`config.mk`:
```
export PLATFORM = sky130hd
export DESIGN_NAME = delimiter_field_splitter
export DESIGN_NICKNAME = d
export VERILOG_FILES = /design/src/rtl/dfs_pkg.sv /design/src/rtl/dfs_match.sv /design/src/rtl/delimiter_field_splitter.sv
export SDC_FILE = /design/constraint.sdc
export NUM_CORES = 1
export LEC_CHECK = 0
export BUFFER_PORTS_ARGS = -buffer_cell sky130_fd_sc_hd__buf_2
export CAP_MARGIN = 20
export CORE_ASPECT_RATIO = 1.1
export CORE_MARGIN = 2
export CORE_UTILIZATION = 52
export CTS_CLUSTER_DIAMETER = 200
export DETAILED_ROUTE_END_ITERATION = 16
export GPL_TIMING_DRIVEN = 0
export HOLD_SLACK_MARGIN = 0.1
export PLACE_DENSITY = 0.75
export SKIP_LAST_GASP = 1
export SYNTH_ARGS = -nofsm -noshare
export SYNTH_HDL_FRONTEND = slang
export SYNTH_SLANG_ARGS = --single-unit
```
`constraint.sdc`:
```
create_clock -name i_clk -period 16.2 [get_ports i_clk]
set_clock_uncertainty 0.2 [all_clocks]
set_input_delay 2.43 -clock i_clk [delete_from_list [all_inputs] [get_ports i_clk]]
set_output_delay 2.43 -clock i_clk [all_outputs]
set_load 0.03 [all_outputs]
```
`src/rtl/dfs_pkg.sv`:
```
// ----------------------------------------------------------------------------
// dfs_pkg
// Types, constants and helpers shared by the delimiter field splitter.
// ----------------------------------------------------------------------------
package dfs_pkg;

    localparam int MAX_SEPARATOR = 8;
    localparam int OFFSET_BITS   = 16;
    localparam int SEP_BITS      = 8 * MAX_SEPARATOR;
    localparam int LEN_BITS      = 4;
    localparam int SHIFT_BITS    = LEN_BITS + 3;

    localparam logic [OFFSET_BITS-1:0] COUNT_MAX = '1;
    localparam logic [SEP_BITS-1:0]    SEP_RESET = SEP_BITS'(44);
    localparam logic [LEN_BITS-1:0]    LEN_RESET = LEN_BITS'(1);

    typedef enum logic {
        CFG_SEP_BYTES  = 1'b0,
        CFG_SEP_LENGTH = 1'b1
    } t_cfg_index;

    typedef struct packed {
        logic [7:0] data_byte;
        logic       end_of_source;
    } t_in_item;

    typedef struct packed {
        logic [15:0] field_offset;
        logic [15:0] field_length;
        logic        last_field;
    } t_out_item;

    // separator as seen by the match logic
    typedef struct packed {
        logic [SEP_BITS-1:0] bytes;
        logic [LEN_BITS-1:0] length;
    } t_sep_cfg;

    function automatic logic [OFFSET_BITS-1:0] sat_inc(input logic [OFFSET_BITS-1:0] v);
        sat_inc = (v == COUNT_MAX) ? COUNT_MAX : v + OFFSET_BITS'(1);
    endfunction

    // zero acts as one, anything above the maximum acts as the maximum
    function automatic logic [LEN_BITS-1:0] eff_length(input logic [LEN_BITS-1:0] l);
        if (l == '0) begin
            eff_length = LEN_BITS'(1);
        end else if (l > LEN_BITS'(MAX_SEPARATOR)) begin
            eff_length = LEN_BITS'(MAX_SEPARATOR);
        end else begin
            eff_length = l;
        end
    endfunction

    function automatic logic [SEP_BITS-1:0] len_mask(input logic [LEN_BITS-1:0] l);
        logic [SEP_BITS-1:0] m;
        m = '0;
        for (int k = 0; k < MAX_SEPARATOR; k++) begin
            if (LEN_BITS'(k) < l) begin
                m[8*k +: 8] = 8'hff;
            end
        end
        len_mask = m;
    endfunction

endpackage

```
`src/rtl/dfs_match.sv`:
```
// ----------------------------------------------------------------------------
// dfs_match
// Window compare: the newest separator-length bytes against the separator.
// ----------------------------------------------------------------------------
module dfs_match (
    input  dfs_pkg::t_sep_cfg                   i_cfg,
    input  logic [dfs_pkg::SEP_BITS-1:0]        i_window,
    input  logic [dfs_pkg::OFFSET_BITS-1:0]     i_count,
    output logic                                o_match
);
    import dfs_pkg::*;

    logic [SHIFT_BITS-1:0] shift_amt;
    logic [SEP_BITS-1:0]   aligned;
    logic [SEP_BITS-1:0]   mask;

    always_comb begin
        // newest byte sits at the top, so drop the bytes older than the separator
        shift_amt = {LEN_BITS'(MAX_SEPARATOR) - i_cfg.length, 3'b000};
        aligned   = i_window >> shift_amt;
        mask      = len_mask(i_cfg.length);
        o_match   = (i_count >= OFFSET_BITS'(i_cfg.length))
                    && (((aligned ^ i_cfg.bytes) & mask) == '0);
    end

endmodule

```
`src/rtl/delimiter_field_splitter.sv`:
```
// ----------------------------------------------------------------------------
// delimiter_field_splitter
// Splits a byte stream into fields on a configured 1 to 8 byte separator.
// ----------------------------------------------------------------------------
//  channel   direction  handshake            payload
//  input     in         i_valid / o_stall    i_item  (t_in_item)
//  output    out        o_valid / i_stall    o_item  (t_out_item)
//  config    in         i_cfg_we             i_cfg_index, i_cfg_data
//
// one byte is taken every cycle unless a held result stalls the input; its
// field, if it closes one, appears in the result register on the next cycle.
// the window compare and counter updates are combinational, between the
// stream state and the result register. a held result stalls the input
// only while it is not taken. synchronous active-low reset clears the
// stream state and loads ',' as the separator with length one.
// ----------------------------------------------------------------------------
module delimiter_field_splitter (
    input  logic                          i_clk,
    input  logic                          i_rst_n,
    input  logic                          i_valid,
    output logic                          o_stall,
    input  dfs_pkg::t_in_item             i_item,
    output logic                          o_valid,
    input  logic                          i_stall,
    output dfs_pkg::t_out_item            o_item,
    input  logic                          i_cfg_we,
    input  dfs_pkg::t_cfg_index           i_cfg_index,
    input  logic [dfs_pkg::SEP_BITS-1:0]  i_cfg_data
);
    import dfs_pkg::*;

    logic [SEP_BITS-1:0]    r_sep;
    logic [LEN_BITS-1:0]    r_len;
    logic [SEP_BITS-1:0]    r_window;
    logic [OFFSET_BITS-1:0] r_count;
    logic [OFFSET_BITS-1:0] r_start;
    logic [OFFSET_BITS-1:0] r_pos;
    logic                   r_out_valid;
    t_out_item              r_out_item;

    t_sep_cfg               sep_cfg;
    logic [SEP_BITS-1:0]    n_window;
    logic [OFFSET_BITS-1:0] n_count;
    logic [OFFSET_BITS-1:0] n_pos;
    logic [OFFSET_BITS-1:0] field_len;
    logic                   match;
    logic                   accept;
    logic                   emit;

    assign o_stall = r_out_valid && i_stall;
    assign accept  = i_valid && !o_stall;
    assign o_valid = r_out_valid;
    assign o_item  = r_out_item;

    assign sep_cfg.bytes  = r_sep;
    assign sep_cfg.length = eff_length(r_len);

    always_comb begin
        n_window = {i_item.data_byte, r_window[SEP_BITS-1:8]};
        n_count  = sat_inc(r_count);
        n_pos    = sat_inc(r_pos);
        // a saturated count is reported as is
        if (match && (n_count != COUNT_MAX)) begin
            field_len = n_count - OFFSET_BITS'(sep_cfg.length);
        end else begin
            field_len = n_count;
        end
        emit = accept && (match || i_item.end_of_source);
    end

    dfs_match u_match (
        .i_cfg    (sep_cfg),
        .i_window (n_window),
        .i_count  (n_count),
        .o_match  (match)
    );

    always_ff @(posedge i_clk) begin
        if (!i_rst_n) begin
            r_sep <= SEP_RESET;
            r_len <= LEN_RESET;
        end else if (i_cfg_we) begin
            unique case (i_cfg_index)
                CFG_SEP_BYTES:  r_sep <= i_cfg_data;
                CFG_SEP_LENGTH: r_len <= i_cfg_data[LEN_BITS-1:0];
                default:        r_len <= r_len;
            endcase
        end
    end

    always_ff @(posedge i_clk) begin
        if (!i_rst_n) begin
            r_window <= '0;
            r_count  <= '0;
            r_start  <= '0;
            r_pos    <= '0;
        end else if (accept) begin
            priority if (i_item.end_of_source) begin
                r_window <= '0;
                r_count  <= '0;
                r_start  <= '0;
                r_pos    <= '0;
            end else if (match) begin
                // separator bytes are never shared between matches
                r_window <= '0;
                r_count  <= '0;
                r_start  <= n_pos;
                r_pos    <= n_pos;
            end else begin
                r_window <= n_window;
                r_count  <= n_count;
                r_pos    <= n_pos;
            end
        end
    end

    always_ff @(posedge i_clk) begin
        if (!i_rst_n) begin
            r_out_valid <= 1'b0;
        end else if (emit) begin
            r_out_valid <= 1'b1;
        end else if (!i_stall) begin
            r_out_valid <= 1'b0;
        end
    end

    always_ff @(posedge i_clk) begin
        if (emit) begin
            r_out_item.field_offset <= 16'(r_start);
            r_out_item.field_length <= 16'(field_len);
            r_out_item.last_field   <= i_item.end_of_source;
        end
    end

endmodule

```
==> results.ini <==
[run_status]
outcome=finished, final reports clean

[detailed_routing]
viasPerCell=6.47
avgRoutedWirePerCell_um=24.1
drtAntennaViolNets=0
routed_wl_mm=49.0
first_iter_violations=1461
firstDrtPassIters=7
drcViolationCount=0
vias=13200

[setup_path]
worstPathArrival_ns=8.29
cp-start-kind=flip-flop
end_kind=flip-flop
r2r-start=r_len[1]
cp_max_fo=26
cp-startpoint=r_len[1]
reg2reg_to=o_item[1]
worstSetupPathType=reg -> reg
worst-r2r-cell-count=22
worst_ep_required_time_ns=16.22
r2r_setup_slack_ns=7.92

[timing]
hold_viol=0
finalSetupTns_ns=0
timing.hold.ws_ns=0.254
grt_setup_unrepaired=false
slew_violations=0
setup_ws_ns=7.92
setup-violations-final=0
max_freq_ghz=0.121
max_slew.worst_pin.slew_ns=1.02
relSlewSlack_pct=31.8
min_period_ns=8.28
fin_crit_sh_pct=51.1

[placement]
numPortBuffers=110
place_ws_ns=8.22
gp_congestion=1.03
hpwl_mm=37.3

[grt]
track_usage_pct=37.0
grt_pass1_vias=12200
grt_max_degree=27
grt_pass1_wl_mm=73.2
grt_antenna_before_repair=0
grt_overflow=0

[die]
core_area_um2=23800
dieArea_um2=25500
fp.dieW_um=153
start_util_pct=53.1
rows=59
die_h_um=167
ios=114

[logic_synthesis]
synth.distinct_cells=86
ys_ff_latch=206
synthTopCellsByCount=nand2_1, a21oi_1, dfxtp_1
seq_area_frac_synth_pct=35.3
yosys-top-cells-area=dfxtp_1, a21oi_1, edfxtp_1
synth_area_um2=12600
synth_edf_count=33
yosysWarnings=0
yosysMostFrequentCell=nand2_1
avgSynthCellArea_um2=8.00
async_reset_ff_share_pct=0
ys.flop_type=dfxtp_1
synth_top_area_share_pct=27.4
synthCells=1578
synth_top_area_cell=dfxtp_1
synth_nets=1666

[pwr]
p_comb_share_pct=20.5
swShare_pct=31.6
leakage_nw=5.33
p_clk_share_pct=37.9
powerDensity_nw_per_um2=91.9
p_sw_mw=0.416
power_mw=1.31
internal_power_mw=0.898
seqPwrFrac_pct=41.6
vdd_drop_max_mv=0.0846

[cts]
worstSkewPairLatency_ns=0.52
cts_hold_buf=0
numCtsBuffers=23
clk_path_buf_depth=3
clk_pin_slew_ns=0.06
cts.sinks=206
cts_root_buf=clkbuf_16
ctsResizeCount=0
cts_tree=done
postCtsSetupBuffers=0
htreeDepth=1

[worst_hold_path]
hold_path.class=reg -> reg
hp-start=r_start[3]
whs_path_depth=0
holdPathEnd=o_item[20]

[final_layout]
postLayoutCoreUtil_pct=60.2
fill_cells=2209
fin_nets=1803
antennaDiodeCount=0
drive_gt1_share_pct=12.8
area_growth_pct=13.3

[flow_run]
maxCapViolCount=0

## final cells by class
cell class | instances | area [µm²] | share of cell area (%)
clock buffers | 36 | 674 | 4.72
flip-flops and latches | 206 | 4450 | 31.1
plain buffers | 128 | 562 | 3.93
multi-input cells | 1203 | 7460 | 52.2
clock inverters | 5 | 28.8 | 0.201
repair buffers | 112 | 586 | 4.09
inverters | 41 | 154 | 1.08
well taps | 305 | 382 | 2.67
## layer usage
layer	share of wire (%)	track usage, %	vias to the layer above
li1	-	-	6001
met4	7.4	23.9	0
met2	45	61.2	793
met3	8.9	5.98	205
met1	38	44.8	6169
met5	0	0	-
## stage by stage
stage	instances	cell area [µm²]
after floorplan	1578	12600
after global placement	1993	13600
after detailed placement	1994	13600
after CTS	2035	14300
after global routing	2036	14300
final	2036	14300
## worst max-delay path, cell delays in order, from the launching register on
cell and delay [ns]:
dfxtp_1 0.30, buf_2 0.29, o21ba_4 0.29, nor2_4 0.07, inv_1 0.14, buf_2 0.32
buf_1 0.50, ha_1 0.25, buf_2 0.29, nor3b_4 0.12, a211oi_1 0.87, o32ai_1 0.31
o31ai_1 0.40, and3_1 0.21, o22ai_1 0.09, nor4_1 0.62, a31oi_1 0.36, nor3_1 0.42
clkbuf_1 0.42, clkbuf_1 0.56, nand2_1 0.23, a21oi_4 0.43, buf_16 0.23
## kinds of logic (layout without fill, tap and decap cells)
kind of cell	after synthesis	count (layout)	synth area share, %
flops	206	206	35.3
compound gates	522	522	27.1
simple gates	563	563	22.2
buf+inv	169	322	5.67
mux	39	39	3.97
fa+ha+maj	10	10	1.03
xor+xnor	69	69	4.79
## cell usage in the layout (no fill, tap or decap), drive strengths merged, types with 11 or more instances in the layout
cell type and n:
a211oi 36, a21oi 201, a31oi 20, and2 62, and3 12, buf 151, clkbuf 125, dfxtp 173
edfxtp 33, inv 42, mux2 12, mux2i 20, nand2 233, nand2b 14, nand3 57, nand4 22
nor2 61, nor2b 14, nor3 26, nor4 11, o211ai 20, o21a 79, o21ai 50, xnor2 39
xor2 30
## registers in the layout, indices dropped and copies added, names as in the netlist
| name | count |
|---|---|
| o_item | 33 |
| o_valid | 1 |
| r_count | 16 |
| r_len | 4 |
| r_pos | 16 |
| r_sep | 64 |
| r_start | 16 |
| r_window | 56 |
## how the worst max path moves through the flow
| stage | endpoint | cells past startpoint |
|---|---|---|
| 2_1_floorplan | o_item[0] | 13 |
| 3_3_place_gp | o_item[1] | 21 |
| 3_5_place_dp | o_item[1] | 22 |
| 4_1_cts | o_item[1] | 22 |
| 5_1_grt | o_item[1] | 22 |
| 6_report | o_item[1] | 22 |
## power by group through the flow
stage / sequential [mW] / combinational [mW] / clock (mW)
global placement: 0.557 / 0.257 / 0
global route: 0.547 / 0.284 / 0.524
floorplan: 0.562 / 0.158 / 0
finish: 0.546 / 0.270 / 0.498
CTS: 0.546 / 0.261 / 0.499
detailed placement: 0.557 / 0.259 / 0
Power figures use the tool's default switching activity.
